$ cat config.mk
export PLATFORM = sky130hd
export DESIGN_NAME = qcuv_fifo
export DESIGN_NICKNAME = d
export VERILOG_FILES = /design/src/sv/qcuv_pkg.sv /design/src/sv/qcuv_fifo.sv
export SDC_FILE = /design/constraint.sdc
export NUM_CORES = 1
export LEC_CHECK = 0
export BUFFER_PORTS_ARGS = -buffer_cell sky130_fd_sc_hd__buf_4
export CAP_MARGIN = 20
export CORE_UTILIZATION = 49
export CTS_CLUSTER_SIZE = 8
export DETAILED_ROUTE_END_ITERATION = 10
export PLACE_DENSITY = 0.73
export SYNTH_ARGS = -nofsm -noshare
export SYNTH_HDL_FRONTEND = slang
export SYNTH_SLANG_ARGS = --single-unit
export TNS_END_PERCENT = 50
$ cat constraint.sdc
create_clock -name clk -period 1.79 [get_ports clk]
set_input_delay 0.2685 -clock clk [delete_from_list [all_inputs] [get_ports clk]]
set_output_delay 0.2685 -clock clk [all_outputs]
set_load 0.1 [all_outputs]
$ cat src/sv/qcuv_pkg.sv
// Shared types and constants for the quad clip / texture re-interpolation block.
// Holds register indexes, queue sizing and the queue status bundle.
// No dependencies.
package qcuv_pkg;

  localparam int CFG_AW = 3;

  typedef enum logic [CFG_AW-1:0] {
    CFG_CROP_LEFT   = 3'd0,
    CFG_CROP_TOP    = 3'd1,
    CFG_CROP_RIGHT  = 3'd2,
    CFG_CROP_BOTTOM = 3'd3
  } cfg_reg_t;

  // queue between front and back
  localparam int FIFO_DEPTH = 4;
  localparam int FIFO_AW    = 2;
  localparam int LVL_W      = 3;

  typedef struct packed {
    logic [LVL_W-1:0] level;
    logic             empty;
  } fifo_stat_t;

  // texture lanes handled side by side in one cut unit
  localparam int LANES = 4;

endpackage

$ cat src/sv/qcuv_fifo.sv
// Short queue between front and back parts.
// Register based, one write and one read port, status as a struct.
// Depends on qcuv_pkg.
module qcuv_fifo
  import qcuv_pkg::*;
#(
  parameter int W = 8
) (
  input  logic         clk,
  input  logic         rst_n,
  input  logic         push,
  input  logic [W-1:0] wdata,
  input  logic         pop,
  output logic [W-1:0] rdata,
  output fifo_stat_t   stat
);

  logic [W-1:0]       mem [FIFO_DEPTH];
  logic [FIFO_AW-1:0] wr_ptr_r, rd_ptr_r;
  logic [LVL_W-1:0]   cnt_r;

  always_ff @(posedge clk) begin
    if (push) begin
      mem[wr_ptr_r] <= wdata;
    end
  end

  always_ff @(posedge clk) begin
    if (!rst_n) begin
      wr_ptr_r <= '0;
      rd_ptr_r <= '0;
      cnt_r    <= '0;
    end else begin
      if (push) wr_ptr_r <= wr_ptr_r + 1'b1;
      if (pop)  rd_ptr_r <= rd_ptr_r + 1'b1;
      cnt_r <= cnt_r + LVL_W'(push) - LVL_W'(pop);
    end
  end

  assign rdata      = mem[rd_ptr_r];
  assign stat.level = cnt_r;
  assign stat.empty = (cnt_r == '0);

endmodule

# After elaboration in Yosys (flattened, before gate mapping)

Memory sizes are Yosys's and may differ from the RTL's. A register that Yosys moved wholly into a read port is not among the register bits.
Cells that the tools add are included.
Widths: inputs -> output; s select.

Output and inout port bits: 12
Input bits: 12
Flip-flop bits (word level): 7
Word-level logic and storage cells: 13
Memories kept: 1
Memory bits (writable): 32

Add/sub/neg operators: 4
Mux-type cells: 4
Reduce and logical (&&, ||, !) cells: 1

Memory list:

| name | depth | width | rd ports | clocked after Yosys merged registers in | wr ports | RTL line        | text |
|---|---|---|---|---|---|---|---|
| mem  | 4     | 8     | 1        | 1                                       | 1        | qcuv_fifo.sv:18 | `logic [W-1:0] mem [FIFO_DEPTH];` |

Operators with widths:

| kind                | number |
|---|---|
| $add 2x1->2 const B | 2 |
| $mux 2              | 2 |
| $add 3x1->3         | 1 |
| $logic_not 3->1     | 1 |
| $sub 3x1->3         | 1 |
| $mux 1              | 2 |

# Longest topological paths before layout

Word-level depth: 3
Depth in mapped cells: 7
Gate-level depth less buffers: 7

# Least setup slack after synthesis

No wires, ideal clock.

Path kind: register to output
Start: reg cnt_r[1]
End: out stat[0] in the netlist's numbering
Arrival: 2868 ps
Path buffers: 0
Required time: 1521 ps
Cell stages (with the launch flop): 2
Path slack: -1346 ps
Path through: dfxtp_1 nor3_1

RTL lines:

| item                     | RTL line        | text |
|---|---|---|
| start: declaration       | qcuv_fifo.sv:20 | `logic [LVL_W-1:0] cnt_r;` |
| start signal: assignment | qcuv_fifo.sv:36 | `cnt_r <= cnt_r + LVL_W'(push) - LVL_W'(pop);` |
| end: declaration         | qcuv_fifo.sv:15 | `output fifo_stat_t stat` |

==> flow_summary.ini <==
[run_status]
outcome = finished with violations
violations = negative setup slack

[clock_network]
cts-buffers-inserted = 5
cts.path.max_buffers = 2
cts_root_buffer = clkbuf_4
clk_latency_ns = 0.34
cts_sinks = 41
htree_levels = 2
cts.clk_slew.worst_paths_ns = 0.11
cts_tree = built
post-cts-setup-buffer-count = 0

[pwr]
cellPowerDensity_nw_per_um2 = 1200
sw_frac_of_total_pct = 36.4
intPower_mw = 1.48
power_frac_comb_pct = 33.0
switchingPower_uw = 845
ir_worst_vdd_mv = 0.707
power.share.clock_pct = 17.6
power_leakage_nw = 0.705
p_seq_share_pct = 49.3
total_power_mw = 2.32

[logic_synthesis]
netlist_area_um2 = 1590
synthesis.nets = 103
ys_types = 17
synth_warnings = 0
avgSynthCellArea_um2 = 19.0
synth-seq-area-share_pct = 71.6
synthCells = 84
ys_ff_latch = 41

[routing]
via_count = 769
drt_iter0_drc = 14
drcViolationCount = 0
wire_per_inst_um = 15.0
dr.pass1.iters = 4
drtAntennaViolNets = 0
viasPerCell = 4.90
wirelength_um = 2360

[finish]
fin_nets = 132
insertedDiodeCount = 0
final_common_cell = edfxtp_1
drive_gt1_share_pct = 40.7
fin_cells = 157
areaGrowthSynthToFinish_pct = 21.0
num-fill-cells = 241
mostFrequentLayoutCells = edfxtp_1, buf_4, mux4_2

[placed_design]
dp_slack_ns = 0.139
gp_congestion = 0.737
dpl.hpwl_um = 1580
placed_cells = 150
io_buffer_count = 23

[sta]
slew_viol_final = 0
hold_viol = 0
grt_setup_unrepaired = true
setup_ws_ns = -0.0234
period_minus_slack_ns = 1.81
worst_slew_pin_slew_ns = 0.451
timing.slew.headroom_pct = 70.0
fin_crit_sh_pct = 101
setup_viol = 8
clock_skew_ns = 0.00280
timing.fmax_mhz = 551
holdWs_ns = 0.124

[setup_path]
worst-path-max-fanout = 8
r2r_cells = 6
cp-start-kind = flip-flop
worst_path_largest_cell_delay_ns = 0.52
worstPathCellList = buf_12 -> mux4_2 -> buf_8
r2r_setup_slack_ns = 0.19
crit_type = flip-flop to output pin
cp-endpoint = rdata[6]
slowest_stage = mux4_2
required_ns = 1.52
r2r-end = cnt_r[1]
end_kind = output pin
r2r_start = cnt_r[0]
arrival_ns = 1.54

[hold_path]
whs_path_depth = 1
hold_path.class = input pin to flip-flop

[grt]
grt_pass1_wl_um = 3820
grt_max_degree = 12
antenna_found_initial = 0
gr-total-overflow = 0
grt_pass1_vias = 804
grt_util_all_layers_pct = 16.6

[die]
die_w_um = 59.0
die_area_um2 = 3490
initial_core_util_pct = 51.8
boundaryPins = 24
die_h_um = 59.0
fp-row-count = 20
core_region_area_um2 = 3080

[flow_run]
max_cap_violations = 0
-- cells by family after synthesis --
kind of cell               synth area share (%)
DFF                                        71.6
and+or+nand+nor                            4.32
buffers and inverters                      2.67
muxes                                      11.9
adders and majority gates                  5.97
xor gates and xnor gates                   2.59
AOI/OAI and AO/OA                         0.942
-- cells in the mapped netlist --
| cell | count | share of area [%] |
|---|---|---|
| edfxtp_1 | 32 | 60 |
| dfxtp_1 | 9 | 11 |
| mux4_2 | 8 | 11 |
| inv_1 | 7 | 1.6 |
| and2_1 | 6 | 2.4 |
| ha_1 | 6 | 4.7 |
| nor2_1 | 5 | 1.2 |
| xnor2_1 | 2 | 1.1 |
| a21bo_2 | 1 | 0.63 |
| a21oi_1 | 1 | 0.31 |
| buf_6 | 1 | 0.71 |
| clkbuf_2 | 1 | 0.31 |
| fa_1 | 1 | 1.3 |
| mux2i_1 | 1 | 0.63 |
| nand3b_1 | 1 | 0.47 |
| nor3_1 | 1 | 0.31 |
| xor3_1 | 1 | 1.5 |
-- critical path: cells and delay by family, from the launching register on --
kind,cells,cell delay (ns)
mux,1,0.52
flops,1,0.35
buf+inv,2,0.32
-- sequential cells by signal (all words and copies together) (netlist names), named ones only --
register and flops:
cnt_r 3, rd_ptr_r 2, mem 32, wr_ptr_r 2
-- power groups by stage --
stage	registers [mW]	clock network, mW	logic (mW)
floorplan	1.29	0	0.467
CTS	1.15	0.424	0.774
global route	1.15	0.470	0.807
finish	1.14	0.409	0.766
global placement	1.16	0	0.735
detailed placement	1.17	0	0.749
-- stage by stage --
stage | area [µm²] | util [%] | TNS, ns
6_report | 1930 | 62.6 | -0.0988
2_1_floorplan | 1620 | - | -0.0550
4_1_cts | 1930 | 62.6 | -0.277
3_3_place_gp | 1850 | 60.0 | 0
5_1_grt | 1930 | 62.6 | -0.572
3_5_place_dp | 1850 | 60.0 | 0
-- cell type report --
cell class              instances  area, µm²  share of cell area [%]
flip-flops and latches         41       1150                    59.6
multi-input cells              34        427                    22.1
repair buffers                 24        226                    11.7
well taps                      44       55.1                    2.86
clock buffers                   6       41.3                    2.14
inverters                       7       26.3                    1.36
clock inverters                 1       3.75                   0.195
-- how the worst min path moves through the flow --
stage / from / end / slack (ns)
finish: wdata[2] / mem[2][2] / 0.12
global route: wdata[2] / mem[2][2] / 0.09
CTS: wdata[5] / mem[0][5] / 0.12
detailed placement: wdata[5] / mem[3][5] / 0.48
global placement: wdata[1] / mem[0][1] / 0.47
floorplan: wdata[0] / mem[0][0] / 0.37
-- per-layer routing --
| layer | up-vias | part of all wire [%] | global-route usage [%] |
|---|---|---|---|
| met4 | 0 | 1.8 | 7.14 |
| met5 | - | 0 | 0 |
| met3 | 5 | 3.9 | 6.77 |
| met2 | 18 | 50 | 26.3 |
| li1 | 368 | - | - |
| met1 | 378 | 44 | 20.2 |
-- what timing repair did --
item                                    4_1_cts  5_1_grt
gates resized for setup                      10        1
endpoints found under the setup margin        8        8
hold buffers                                  0        0
Power figures use the tool's default switching activity.
