$ cat src/sv/qcuv_pkg.sv
// Shared types and constants for the quad clip / texture re-interpolation block.
// Holds register indexes, queue sizing and the queue status bundle.
// No dependencies.
package qcuv_pkg;

  localparam int CFG_AW = 3;

  typedef enum logic [CFG_AW-1:0] {
    CFG_CROP_LEFT   = 3'd0,
    CFG_CROP_TOP    = 3'd1,
    CFG_CROP_RIGHT  = 3'd2,
    CFG_CROP_BOTTOM = 3'd3
  } cfg_reg_t;

  // queue between front and back
  localparam int FIFO_DEPTH = 4;
  localparam int FIFO_AW    = 2;
  localparam int LVL_W      = 3;

  typedef struct packed {
    logic [LVL_W-1:0] level;
    logic             empty;
  } fifo_stat_t;

  // texture lanes handled side by side in one cut unit
  localparam int LANES = 4;

endpackage

$ cat src/sv/qcuv_front.sv
// Front part: crop registers, word intake and quad classification.
// Computes the crop intersection and visibility, hands one item per word to the queue.
// Depends on qcuv_pkg.
module qcuv_front
  import qcuv_pkg::*;
#(
  parameter int CW = 16,
  parameter int TW = 16
) (
  input  logic                    clk,
  input  logic                    rst_n,
  input  logic                    cfg_we,
  input  logic [CFG_AW-1:0]       cfg_addr,
  input  logic [CW-1:0]           cfg_wdata,
  input  logic                    in_valid,
  output logic                    in_ready,
  input  logic [4*CW+8*TW-1:0]    in_data,
  input  fifo_stat_t              fstat,
  output logic                    push,
  output logic [8*CW+8*TW:0]      item
);

  localparam int RAW_W = 4*CW + 8*TW;
  localparam int IW    = 8*CW + 8*TW + 1;

  logic signed [CW-1:0] crop_l_r, crop_t_r, crop_r_r, crop_b_r;
  logic signed [CW-1:0] l, t, r, b, ix1, iy1, ix2, iy2;
  logic                 vis;
  logic [LVL_W:0]       occ;
  logic                 acc;
  logic                 valid_r;
  logic [IW-1:0]        item_r;

  always_ff @(posedge clk) begin
    if (!rst_n) begin
      crop_l_r <= {1'b1, {(CW-1){1'b0}}};
      crop_t_r <= {1'b1, {(CW-1){1'b0}}};
      crop_r_r <= {1'b0, {(CW-1){1'b1}}};
      crop_b_r <= {1'b0, {(CW-1){1'b1}}};
    end else if (cfg_we) begin
      case (cfg_addr)
        CFG_CROP_LEFT:   crop_l_r <= cfg_wdata;
        CFG_CROP_TOP:    crop_t_r <= cfg_wdata;
        CFG_CROP_RIGHT:  crop_r_r <= cfg_wdata;
        CFG_CROP_BOTTOM: crop_b_r <= cfg_wdata;
        default: ;
      endcase
    end
  end

  assign l = in_data[0*CW +: CW];
  assign t = in_data[1*CW +: CW];
  assign r = in_data[2*CW +: CW];
  assign b = in_data[3*CW +: CW];

  assign ix1 = (l > crop_l_r) ? l : crop_l_r;
  assign ix2 = (r < crop_r_r) ? r : crop_r_r;
  assign iy1 = (t > crop_t_r) ? t : crop_t_r;
  assign iy2 = (b < crop_b_r) ? b : crop_b_r;
  assign vis = (ix1 < ix2) && (iy1 < iy2);

  // leave room in the queue for the word held here
  assign occ      = {1'b0, fstat.level} + {{LVL_W{1'b0}}, valid_r};
  assign in_ready = occ < (LVL_W+1)'(FIFO_DEPTH);
  assign acc      = in_valid & in_ready;

  always_ff @(posedge clk) begin
    if (!rst_n) begin
      valid_r <= 1'b0;
    end else begin
      valid_r <= acc;
    end
  end

  always_ff @(posedge clk) begin
    if (acc) begin
      item_r <= {vis, in_data[RAW_W-1:4*CW], iy2, ix2, iy1, ix1, in_data[4*CW-1:0]};
    end
  end

  assign push = valid_r;
  assign item = item_r;

endmodule

$ cat config.mk
export PLATFORM = sky130hd
export DESIGN_NAME = qcuv_front
export DESIGN_NICKNAME = d
export VERILOG_FILES = /design/src/sv/qcuv_pkg.sv /design/src/sv/qcuv_front.sv
export SDC_FILE = /design/constraint.sdc
export NUM_CORES = 1
export LEC_CHECK = 0
export ABC_AREA = 1
export BUFFER_PORTS_ARGS = -buffer_cell sky130_fd_sc_hd__buf_2
export CAP_MARGIN = 30
export CORE_AREA = 5 5 182 184
export DETAILED_ROUTE_END_ITERATION = 8
export DIE_AREA = 0 0 187 189
export PLACE_DENSITY = 0.7
export SLEW_MARGIN = 20
export SYNTH_ARGS = -nofsm -noshare
export SYNTH_HDL_FRONTEND = slang
export SYNTH_SLANG_ARGS = --single-unit
$ cat constraint.sdc
create_clock -name clk -period 33.2 [get_ports clk]
set_input_delay 4.98 -clock clk [delete_from_list [all_inputs] [get_ports clk]]
set_output_delay 4.98 -clock clk [all_outputs]
set_load 0.02 [all_outputs]
Word-level counts from Yosys, hierarchy flattened
Index checks and enable logic that the tools add are counted.
Operators by class
  equal/unequal tests: 3
  reductions and logical operators: 6
  add/sub/neg operators: 1
  bitwise operators: 1
  multiplexer cells: 4
  $lt $le $gt $ge: 7
Operator list (count)
  $lt 16x16->1: 4
  $mux 16: 4
  $gt 16x16->1: 2
  $reduce_and 2->1: 4
  $eq 3x2->1 const B: 2
  $add 3x1->4: 1
  $lt 4x3->1 const B: 1
  $eq 3x1->1 const B: 1
  $logic_not 3->1: 1
  $and 1x1->1: 1
  $logic_and 1x1->1: 1
Storage, ports and cells
  flip-flop bits (word level): 322
  bits of input ports: 219

Logic depth before layout (Yosys ltp)
Gate-level depths: netlist (run 1).
  depth in word-level cells: 4
  depth in mapped cells: 29
  mapped depth without buffers: 28

Worst setup path after synthesis (run 1)
Ideal clock, no wire load.
  path type: input port to flip-flop
  start point: input port fstat[1] in the netlist's numbering
  end point: register item_r[0] (netlist: item[0]) (enable)
  setup slack: 16306 ps
  data required time: 32321 ps
  arrival: 16015 ps
  stages: 4
  cells stage by stage: nand3_1 inv_1 or2_2 nor2_1
On the way
  longest elaborated chain between the ends: 3
RTL lines
  start: declaration: RTL line qcuv_front.sv:18  | input fifo_stat_t fstat,
  $add 3x1->4: RTL line qcuv_front.sv:63  | assign occ = {1'b0, fstat.level} + {{LVL_W{1'b0}}, valid_r};
  $lt 4x3->1: RTL line qcuv_front.sv:64  | assign in_ready = occ < (LVL_W+1)'(FIFO_DEPTH);
  $and 1x1->1: RTL line qcuv_front.sv:65  | assign acc = in_valid & in_ready;
  via acc: RTL line qcuv_front.sv:30  | logic acc;
  end signal: assignment: RTL line qcuv_front.sv:77  | item_r <= {vis, in_data[RAW_W-1:4*CW], iy2, ix2, iy1, ix1, in_data[4*CW-1:0]};
  end: declaration: RTL line qcuv_front.sv:32  | logic [IW-1:0] item_r;
The timed path passes the listed nets, and every way through them passes these cells.
A chain may end at the register's enable or synchronous reset.

Final worst setup path (run 1)
  start point: input port fstat[1] in the netlist's numbering
  end point: output port in_ready
On the way
  longest elaborated chain between the ends: 2
RTL lines
  $add 3x1->4: RTL line qcuv_front.sv:63
  $lt 4x3->1: RTL line qcuv_front.sv:64
  end: declaration: RTL line qcuv_front.sv:16  | output logic in_ready,
Every way passes these cells.

==> results of run 1 <==
## layout make-up
type                       count  area [sq um]
antenna                        5          12.5
clock buffer                  51          1010
clock inverter                13           113
fill                        2725         14100
inverter                     165           619
multi-input combinational    578          3400
sequential                   322          9020
tap                          402           503
timing repair buffer         482          2470
## layer usage
metal	wire (um)	global-route usage, %
met1	15500	26.0
met2	19900	38.1
met3	3490	6.67
met4	1070	6.46
met5	69	0
## tightest hold or removal path, delay by kind of cell (launching register included)
family                 cells  cell delay, ns
buffers and inverters      1            0.07
AO/OA/AOI/OAI              1            0.06
flip-flops                 1            0.31
## layout by cell type, fill, tap and decap left out, types with 2 or more instances in the layout
| cell | n |
|---|---|
| buf_2 | 476 |
| nand3_1 | 25 |
| clkbuf_8 | 3 |
| nor2_1 | 54 |
| bufinv_16 | 2 |
| o211ai_1 | 16 |
| a211oi_1 | 3 |
| nand2_1 | 174 |
| ha_1 | 92 |
| edfxtp_1 | 257 |
| nand2_2 | 4 |
| buf_4 | 2 |
| diode_2 | 5 |
| o21ai_1 | 7 |
| dfxtp_1 | 65 |
| nor2_4 | 3 |
| clkinv_1 | 5 |
| clkbuf_16 | 37 |
| inv_1 | 164 |
| clkbuf_1 | 11 |
| a21oi_1 | 107 |
| nor3_1 | 6 |
| clkinv_2 | 5 |
| nand4_1 | 5 |
| o21ai_0 | 74 |
## kinds of logic (layout without fill, tap and decap cells)
| logic type | after synthesis | after routing | share of synthesized area (%) |
|---|---|---|---|
| AOI/OAI and AO/OA | 212 | 212 | 8.57 |
| other | 0 | 5 | 0 |
| adders and majority gates | 92 | 92 | 8.76 |
| and+or+nand+nor | 274 | 274 | 8.48 |
| DFF | 322 | 322 | 68.6 |
| buffers and inverters | 194 | 711 | 5.54 |
## worst max-delay path by stage
stage / endpoint / cells past startpoint / slack [ns] / startpoint
detailed placement: in_ready / 6 / 22.52 / fstat[1]
global route: in_ready / 6 / 22.49 / fstat[1]
floorplan: item[0]$_DFFE_PP_ / 4 / 16.31 / fstat[1]
global placement: in_ready / 6 / 22.52 / fstat[1]
finish: in_ready / 6 / 22.52 / fstat[1]
CTS: in_ready / 6 / 22.52 / fstat[1]
## flip-flops by register name, summed over array words and instances, names as in the netlist
| register | count |
|---|---|
| push | 1 |
| crop_r_r | 16 |
| item | 257 |
| crop_l_r | 16 |
| crop_t_r | 16 |
| crop_b_r | 16 |
## cell usage after synthesis, drive strengths merged
master	n	area [sq um]
o21ai	81	405
o21bai	1	7.51
o211ai	16	120
a21o	1	7.51
a211oi	3	22.5
clkbuf	27	101
o221a	1	11.3
o221ai	1	8.76
nor2	58	233
ha	92	1150
a21oi	107	536
or2	1	6.26
nand3	26	135
o21a	1	7.51
nor3	6	30.0
inv	165	619
nand2	178	678
nand4	5	31.3
edfxtp	257	7720
dfxtp	65	1300
buf	2	7.51
## stage by stage
stage               hold WS (ns)  setup WS (ns)  total power [W]  util (%)
floorplan                  0.444          16.31         0.000554         -
global placement           0.469          22.52         0.000599      51.1
detailed placement         0.472          22.52         0.000604      51.1
CTS                        0.480          22.52         0.000986      54.7
global route               0.510          22.49          0.00102      54.9
finish                     0.484          22.52         0.000976      54.9
## power by group through the flow
stage               clock network [W]  registers (W)  logic (W)
global route                 0.000410       0.000465   0.000146
finish                       0.000380       0.000464   0.000131
detailed placement                  0       0.000473   0.000131
global placement                    0       0.000472   0.000127
floorplan                           0       0.000498  0.0000565
CTS                          0.000390       0.000464   0.000132
==> flow_summary_export.csv, run 1 <==
group,metric,value,unit
yosys,yosysWarningCount,0,
yosys,ys_types,26,
floorplan,die_x,187,um
grt,grt_pass1_wl,58900,um
clock_tree,clock_path_buffers,3,
detailed_routing,drt-wirelength-per-cell,19.8,um
place,hpwlAfterDp,31100,um
critical_path,ff2ff_path_depth,21,
worst_hold_path,hp-class,"flop to flop",
final_layout,post_route_cells_drive_above_1_share,33.6,%
critical_path,r2r_end,"item[256]$_DFFE_PP_",
clock_tree,root_buffer,"clkbuf_16",
yosys,syn_area_per_cell,12.0,sq um
final_layout,layoutNonFillerInstCount,2018,
yosys,synth.cell_area,0.0131,sq mm
detailed_routing,wl,40000,um
yosys,yosysSeqAreaShare,68.6,%
grt,grt_pass1_vias,9630,
timing,final.setup.tns,0,ns
grt,antenna_found_initial,8,
grt,grt_max_degree,163,
grt,grt_overflow_total,0,
worst_hold_path,hp-start,"crop_b_r[15]$_SDFFE_PN0P_",
clock_tree,insertion_delay,0.51,ns
floorplan,die_y,189,um
yosys,syn_nets,1405,
floorplan,die-area,0.0353,sq mm
power,combPwrFrac,13.5,%
critical_path,required,28.22,ns
power,p_switching,0.000247,W
power,power_density,56.9,mW/mm^2
floorplan,core.rowCount,65,
detailed_routing,drt-initial-drc-count,613,
power,p_clk_share,39.0,%
power,p_seq_share,47.5,%
critical_path,worst_ep_arrival_time,5.70,ns
final_layout,nets,1896,
clock_tree,clock-sinks,322,
critical_path,worst_path_max_delay_cell,"or2_2",
clock_tree,cts_resized,0,
timing,tightestPinTransition,1.00,ns
power,leakage,7.79,nW
detailed_routing,vias,9856,
final_layout,stdcell_area,0.0171,sq mm
grt,grtUsageTotal,21.8,%
floorplan,start_util,42.1,%
critical_path,start_kind,"input port",
job,max_cap_violations,0,
detailed_routing,first_pass_iters,5,
timing,period_share,32.2,%
clock_tree,cts_inserted_buffers,36,
floorplan,coreArea,0.0312,sq mm
place,dpl.cell_count,1947,
place,postPlaceCellArea,0.0160,sq mm
power,internal_power,0.000729,W
timing,hold_viol,0,
timing,setup_viol,0,
clock_tree,cts_hold_buf,0,
critical_path,critPathMaxStageDelay,0.31,ns
floorplan,ios,478,
worst_hold_path,whs_path_depth,2,
critical_path,reg2reg_slack,29.17,ns
timing,rsz0062_at_grt,"false",
power,ir_drop,0.0392,mV
timing,fmax,93.7,MHz
critical_path,r2r_start,"crop_b_r[5]$_SDFFE_PN1P_",
critical_path,cp_cell_sequence,"buf_2, nand3_1, inv_1, or2_2, inv_1, buf_2",
clock_tree,cts_setup_buffers,0,
clock_tree,cts_tree,"yes",
place,portBuffers,476,
final_layout,syn_to_final_growth,30.5,%
power,swShare,25.3,%
timing,skew,0.0211,ns
yosys,synth_cells,1094,
timing,report.final.slew_viol_count,0,
detailed_routing,drc,0,
detailed_routing,ant_nets,0,
status,outcome,"finished clean",
timing,fin_crit,10.68,ns
place,place.gp.congestion,0.870,
critical_path,end_kind,"output pin",
timing,max_slew_margin,33.2,%
critical_path,cp_max_fo,3,
yosys,synth.ff_latch_count,322,
critical_path,path_buf_inv,4,
clock_tree,cts_max_level,2,
critical_path,crit_family,"simple AND/OR/NAND/NOR gates",
critical_path,crit_type,"input port to output pin",
worst_hold_path,min_to,"crop_b_r[15]$_SDFFE_PN0P_",
detailed_routing,via_per_inst,4.88,
clock_tree,path_clk_slew,0.06,ns
Power figures use the tool's default switching activity.
==> run 2, diff against run 1 <==
--- a/config.mk
+++ b/config.mk
@@ -5,13 +5,13 @@
 export SDC_FILE = /design/constraint.sdc
 export NUM_CORES = 1
 export LEC_CHECK = 0
-export ABC_AREA = 1
+export ABC_AREA = 0
 export BUFFER_PORTS_ARGS = -buffer_cell sky130_fd_sc_hd__buf_2
 export CAP_MARGIN = 30
-export CORE_AREA = 5 5 182 184
+export CORE_AREA = 5 5 185 187
 export DETAILED_ROUTE_END_ITERATION = 8
-export DIE_AREA = 0 0 187 189
-export PLACE_DENSITY = 0.7
+export DIE_AREA = 0 0 190 192
+export PLACE_DENSITY = 0.68
 export SLEW_MARGIN = 20
 export SYNTH_ARGS = -nofsm -noshare
 export SYNTH_HDL_FRONTEND = slang
==> constraint.sdc (replaced) <==
create_clock -name clk -period 9.9 [get_ports clk]
set_input_delay 1.485 -clock clk [delete_from_list [all_inputs] [get_ports clk]]
set_output_delay 1.485 -clock clk [all_outputs]
set_load 0.02 [all_outputs]
==> run 2 against run 1 <==
  * Power increased to 3.2 times the previous value
  * Critical path type is now input port to flop
  * Count of clock-buffer cells in the layout fell by 3
  * Setup slack worse by 18 ns
  * Critical endpoint is now item[256]$_DFFE_PP_
  * Clock power rose to 3.2 times the previous value
  * Non-clock buffer count grew 4
  * Global-route usage is 0.70 points lower
==> flow_summary_export.csv, run 2 <==
group,metric,value,unit
status,outcome,"finished clean",
final_layout,utilization,53.5,%
place,dpl.cell_count,1876,
final_layout,nets,1786,
worst_hold_path,hp-class,"flop to flop",
yosys,async_reset_ff_share,0,%
clock_tree,cts_setup_buffers,0,
grt,grtUsageTotal,21.1,%
clock_tree,root_buffer,"clkbuf_16",
yosys,yosysSeqAreaShare,67.9,%
job,max_cap_violations,0,
timing,tightestPinTransition,0.919,ns
timing,fin_crit,5.52,ns
yosys,synth_top_area_share,58.1,%
floorplan,start_util,41.1,%
critical_path,worst_path_max_delay_cell,"o31ai_1",
timing,max_slew_margin,38.8,%
power,leakage,7.54,nW
detailed_routing,vias,9616,
critical_path,cp_max_fo,20,
floorplan,core.rowCount,66,
detailed_routing,ant_nets,0,
detailed_routing,via_per_inst,4.94,
floorplan,ios,478,
timing,fmax,181,MHz
yosys,synth_top_area_cell,"edfxtp_1",
grt,grt_max_degree,85,
clock_tree,insertion_delay,0.52,ns
timing,rsz0062_at_grt,"false",
critical_path,end_kind,"flop",
yosys,yosysWarningCount,0,
critical_path,cp_cell_sequence,"buf_2, ha_1, nor2b_1, o211ai_1, a21oi_1, o31ai_1, a31oi_2, buf_8, o21ai_0, ha_1, a21o_1, a21oi_1, o221ai_1, a221oi_1, mux2i_1, a31o_2, a211o_1, nor2_1",
timing,skew,0.0171,ns
final_layout,largest_reg_flops,257,
detailed_routing,drt-wirelength-per-cell,20.9,um
floorplan,die_y,192,um
power,ir_drop,0.119,mV
final_layout,syn_to_final_growth,30.2,%
detailed_routing,first_pass_iters,5,
detailed_routing,drc,0,
yosys,synthTopCellsByArea,"edfxtp_1 (58%), dfxtp_1 (9.8%), ha_1 (8.7%), nand2_1 (3.8%), inv_1 (2.9%)",
floorplan,coreArea,0.0323,sq mm
clock_tree,path_clk_slew,0.06,ns
timing,report.final.slew_viol_count,0,
clock_tree,clock-sinks,322,
detailed_routing,wl,40800,um
grt,grt_pass1_wl,57800,um
power,power_density,183,mW/mm^2
yosys,yosysMostFrequentCell,"edfxtp_1",
critical_path,critPathMaxStageDelay,0.49,ns
clock_tree,cts_tree,"yes",
yosys,synth_edf_count,257,
final_layout,post_route_cells_drive_above_1_share,37.1,%
grt,grt_overflow_total,0,
grt,grt_pass1_vias,9534,
place,hpwlAfterDp,31800,um
clock_tree,clock_path_buffers,3,
timing,period_share,55.8,%
final_layout,regArea,0.00902,sq mm
critical_path,crit_type,"input port to flop",
yosys,ys.flop_type,"edfxtp_1",
final_layout,multi_input_area,0.00374,sq mm
yosys,synth.ff_latch_count,322,
final_layout,final_cell_mix,"buf_2 (476), edfxtp_1 (257), nand2_1 (133)",
grt,antenna_found_initial,9,
critical_path,worst_ep_arrival_time,5.90,ns
timing,final.setup.tns,0,ns
final_layout,layout_commonest_cell,"buf_2",
yosys,syn_area_per_cell,13.5,sq um
floorplan,die_x,190,um
timing,hold_slack,0.464,ns
timing,setup_viol,0,
yosys,synth_cells,980,
yosys,synth.cell_area,0.0133,sq mm
detailed_routing,drt-initial-drc-count,573,
yosys,ys_types,44,
clock_tree,cts_inserted_buffers,36,
clock_tree,cts_resized,0,
clock_tree,cts_hold_buf,0,
floorplan,die-area,0.0365,sq mm
yosys,syn_nets,1291,
place,place.gp.congestion,0.857,
place,portBuffers,476,
clock_tree,cts_max_level,2,
critical_path,required,10.28,ns
critical_path,start_kind,"input port",
yosys,synth_common_cells,"edfxtp_1 (257), nand2_1 (133), inv_1 (101)",
timing,hold_viol,0,
final_layout,fillers,2787,
final_layout,layoutNonFillerInstCount,1947,
==> run 2: cell count changes after synthesis, sizes merged, moves of 19 or more <==
cell and change:
a21boi +33, a21oi -63, inv -64, mux2 +19, mux2i +19, nand2 -45
nand3 -19, nor2 -27, o21ai -58
==> run 2: logic make-up after synthesis <==
| group | share of synthesized area (%) |
|---|---|
| multiplexers | 3.27 |
| buffers and inverters | 3.97 |
| AND/OR/NAND/NOR | 7.00 |
| AO/OA/AOI/OAI | 9.17 |
| adder cells (fa/ha/maj) | 8.67 |
| flip-flops | 67.9 |
==> run 2: critical path, delay by kind of cell <==
| family | cells | cell delay [ns] |
|---|---|---|
| buffers and inverters | 2 | 0.38 |
| adders and majority gates | 2 | 0.67 |
| and+or+nand+nor | 2 | 0.23 |
| AOI/OAI and AO/OA | 11 | 2.99 |
| muxes | 1 | 0.14 |
==> run 2: path summary, 6_finish.rpt <==
kind / to / slack (ns) / from / cells after the start
max reg2reg: item[256]$_DFFE_PP_ / 5.11 / crop_l_r[1]$_SDFFE_PN0P_ / 18
max: item[256]$_DFFE_PP_ / 4.38 / in_data[1] / 18
min: crop_l_r[12]$_SDFFE_PN0P_ / 0.46 / crop_l_r[12]$_SDFFE_PN0P_ / 2
min reg2reg: crop_l_r[12]$_SDFFE_PN0P_ / 0.46 / crop_l_r[12]$_SDFFE_PN0P_ / 2
==> run 2: where the power goes <==
group	internal, W	switching, W	total, W
Clock	0.000702	0.000519	0.00122
Combinational	0.000143	0.000256	0.000399
Sequential	0.00153	0.0000148	0.00155
==> run 2: per-layer routing <==
layer	vias up	share of wire, %	global-route usage, %
li1	4573	-	-
met1	4586	39	25.4
met2	367	50	37.2
met3	80	7.3	5.11
met4	10	3.1	6.79
met5	-	0.18	0
==> run 2: layout make-up <==
cell class              count  area share (%)
diodes                      4          0.0579
clock inverters            16           0.507
multi-input cells         528            21.7
flip-flops and latches    322            52.2
repair buffers            486            14.5
inverters                 101            2.19
well taps                 442            3.20
clock buffers              48            5.72
==> run 2: through the flow <==
stage	cell area (sq um)	setup WS [ns]	power [W]
4_1_cts	17200	4.42	0.00320
5_1_grt	17300	4.10	0.00330
3_5_place_dp	16200	3.89	0.00197
2_1_floorplan	13300	1.38	0.00181
3_3_place_gp	16100	3.96	0.00196
6_report	17300	4.38	0.00317
==> run 3, diff against run 2 <==
--- a/config.mk
+++ b/config.mk
@@ -5,12 +5,12 @@
 export SDC_FILE = /design/constraint.sdc
 export NUM_CORES = 1
 export LEC_CHECK = 0
-export ABC_AREA = 0
+export ABC_AREA = 1
 export BUFFER_PORTS_ARGS = -buffer_cell sky130_fd_sc_hd__buf_2
 export CAP_MARGIN = 30
-export CORE_AREA = 5 5 185 187
+export CORE_AREA = 5 5 184 186
 export DETAILED_ROUTE_END_ITERATION = 8
-export DIE_AREA = 0 0 190 192
+export DIE_AREA = 0 0 189 191
 export PLACE_DENSITY = 0.68
 export SLEW_MARGIN = 20
 export SYNTH_ARGS = -nofsm -noshare
==> constraint.sdc (replaced) <==
create_clock -name clk -period 5.13 [get_ports clk]
set_input_delay 0.7695 -clock clk [delete_from_list [all_inputs] [get_ports clk]]
set_output_delay 0.7695 -clock clk [all_outputs]
set_load 0.02 [all_outputs]
==> run 3 against run 2 <==
  * Setup slack got worse by 3.0 ns
  * Sequential power increased by 94%
  * Worst hold slack got worse by 0.033 ns
  * Utilization decreased by 0.13 points
  * First-iteration DRC count decreased by 5.2%
  * Flip-flop and latch count unchanged
  * Cell area decreased by 0.76%
  * Final cell count increased by 3.9%
  * Critical path type unchanged
==> flow_summary_export.csv, run 3 (same netlist as run 1, synthesis figures left out) <==
group,metric,value,unit
critical_path,reg2reg_slack,1.42,ns
timing,max_slew_margin,31.2,%
critical_path,worst_ep_arrival_time,4.00,ns
timing,tightestPinTransition,1.03,ns
place,hpwlAfterDp,31000,um
timing,final.setup.tns,0,ns
critical_path,crit_type,"input port to flop",
worst_hold_path,min_to,"item[200]$_DFFE_PP_",
clock_tree,cts_setup_buffers,0,
grt,grt_pass1_wl,56800,um
power,swShare,25.5,%
clock_tree,clock_path_buffers,3,
detailed_routing,drc,0,
grt,grt_overflow_total,0,
detailed_routing,wl,39900,um
timing,report.final.slew_viol_count,0,
power,p_total,0.00634,W
floorplan,die_y,191,um
critical_path,cp_max_fo,18,
detailed_routing,vias,9809,
critical_path,required,5.40,ns
floorplan,die-area,0.0361,sq mm
clock_tree,cts_tree,"yes",
power,internal_power,0.00472,W
grt,grtUsageTotal,20.8,%
final_layout,antenna_cells,0,
clock_tree,cts_inserted_buffers,37,
grt,grt_pass1_vias,9364,
power,p_clk_share,39.2,%
floorplan,die_x,189,um
power,leakage,7.79,nW
timing,fin_crit,3.73,ns
clock_tree,root_buffer,"clkbuf_16",
timing,hold_viol,0,
detailed_routing,ant_nets,0,
floorplan,ios,478,
grt,grt_max_degree,160,
floorplan,coreArea,0.0321,sq mm
clock_tree,path_clk_slew,0.06,ns
place,portBuffers,476,
job,max_cap_violations,0,
timing,rsz0062_at_grt,"false",
place,place.gp.congestion,0.857,
detailed_routing,drt-initial-drc-count,543,
timing,skew,0.0190,ns
final_layout,nets,1898,
power,ir_drop,0.230,mV
worst_hold_path,hp-class,"input port to flop",
timing,fmax,268,MHz
critical_path,r2r_start,"crop_b_r[5]$_SDFFE_PN1P_",
power,p_switching,0.00162,W
status,outcome,"finished clean",
final_layout,layout_commonest_cell,"buf_2",
final_layout,post_route_cells_drive_above_1_share,33.7,%
timing,setup_viol,0,
place,place_ws,0.862,ns
clock_tree,cts_max_level,2,
power,power_density,369,mW/mm^2
timing,period_share,72.7,%
clock_tree,cts_hold_buf,0,
worst_hold_path,hp-start,"in_data[136]",
critical_path,end_kind,"flop",
clock_tree,cts_resized,0,
clock_tree,clock-sinks,322,
clock_tree,insertion_delay,0.51,ns
final_layout,final_cell_mix,"buf_2 (476), edfxtp_1 (257), nand2_1 (174)",
power,combPwrFrac,13.4,%
critical_path,ff2ff_path_depth,23,
final_layout,syn_to_final_growth,30.6,%
power,p_seq_share,47.4,%
final_layout,largest_reg_flops,257,
timing,setup_ws,1.40,ns
floorplan,start_util,40.9,%
floorplan,core.rowCount,66,
detailed_routing,first_pass_iters,5,
critical_path,r2r_end,"item[256]$_DFFE_PP_",
critical_path,start_kind,"input port",
worst_hold_path,whs_path_depth,1,
detailed_routing,drt-wirelength-per-cell,19.7,um
final_layout,utilization,53.4,%
grt,antenna_found_initial,7,
final_layout,fillers,2836,
detailed_routing,via_per_inst,4.85,
==> run 3: cell types whose count changed in the layout (fill, tap and decap cells not counted), moves of 18 or more <==
cell and delta:
a21boi_0 -33, a21o_1 -18, a21oi_1 +63, inv_1 +63, mux2i_1 -18, nand2_1 +41, nor2_1 +23, o21ai_0 +52
==> run 3: how the worst max path moves through the flow <==
stage | end | slack, ns | depth (start not counted) | start
after floorplan | item[0]$_DFFE_PP_ | -0.18 | 4 | fstat[1]
after global placement | item[256]$_DFFE_PP_ | 0.92 | 23 | in_data[53]
after detailed placement | item[256]$_DFFE_PP_ | 0.86 | 23 | in_data[53]
after CTS | item[256]$_DFFE_PP_ | 1.41 | 23 | crop_b_r[5]$_SDFFE_PN1P_
after global routing | item[256]$_DFFE_PP_ | 1.06 | 23 | crop_b_r[15]$_SDFFE_PN0P_
final | item[256]$_DFFE_PP_ | 1.40 | 23 | in_data[53]
==> run 3: power groups by stage <==
stage          Combinational (W)  Clock, W  Sequential, W
2_1_floorplan           0.000367         0        0.00320
3_3_place_gp            0.000830         0        0.00305
3_5_place_dp            0.000855         0        0.00306
4_1_cts                 0.000859   0.00254        0.00300
5_1_grt                 0.000942   0.00266        0.00301
6_report                0.000851   0.00248        0.00300
==> run 3: routing by layer <==
| metal | vias to the layer above | track usage (%) | part of all wire, % |
|---|---|---|---|
| li1 | 4765 | - | - |
| met1 | 4589 | 24.5 | 38 |
| met2 | 356 | 35.9 | 49 |
| met3 | 87 | 6.52 | 8.9 |
| met4 | 12 | 7.93 | 3.9 |
| met5 | - | 0 | 0.21 |
==> run 3: worst max-delay path, stage by stage <==
cell      delay (ns)
buf_2           0.11
ha_1            0.30
a21oi_1         0.15
nor2_1          0.06
nor3_1          0.14
nand2_1         0.09
nand2_1         0.10
nand2_1         0.08
nand2_1         0.08
nand2_1         0.33
buf_4           0.32
nand2_1         0.06
o21ai_0         0.13
ha_1            0.36
a21oi_1         0.15
nor2_1          0.06
a211oi_1        0.20
o221a_2         0.25
nand2_1         0.06
nand2_1         0.05
nand2_1         0.07
nand2_1         0.07
inv_1           0.03
==> run 3: stage by stage <==
step | area (sq um) | instances | hold WS (ns)
after floorplan | 13200 | 1094 | 0.444
after global placement | 16000 | 1955 | 0.463
after detailed placement | 16000 | 1956 | 0.469
after CTS | 17200 | 2023 | 0.400
after global routing | 17200 | 2023 | 0.404
final | 17200 | 2023 | 0.431
==> run 3: final cells by class <==
cell class              count  area (sq um)  area share, %
flip-flops and latches    322          9020           52.6
well taps                 408           510           2.98
inverters                 165           619           3.61
repair buffers            483          2470           14.4
clock buffers              51           998           5.82
clock inverters            16           136          0.795
multi-input cells         578          3410           19.9
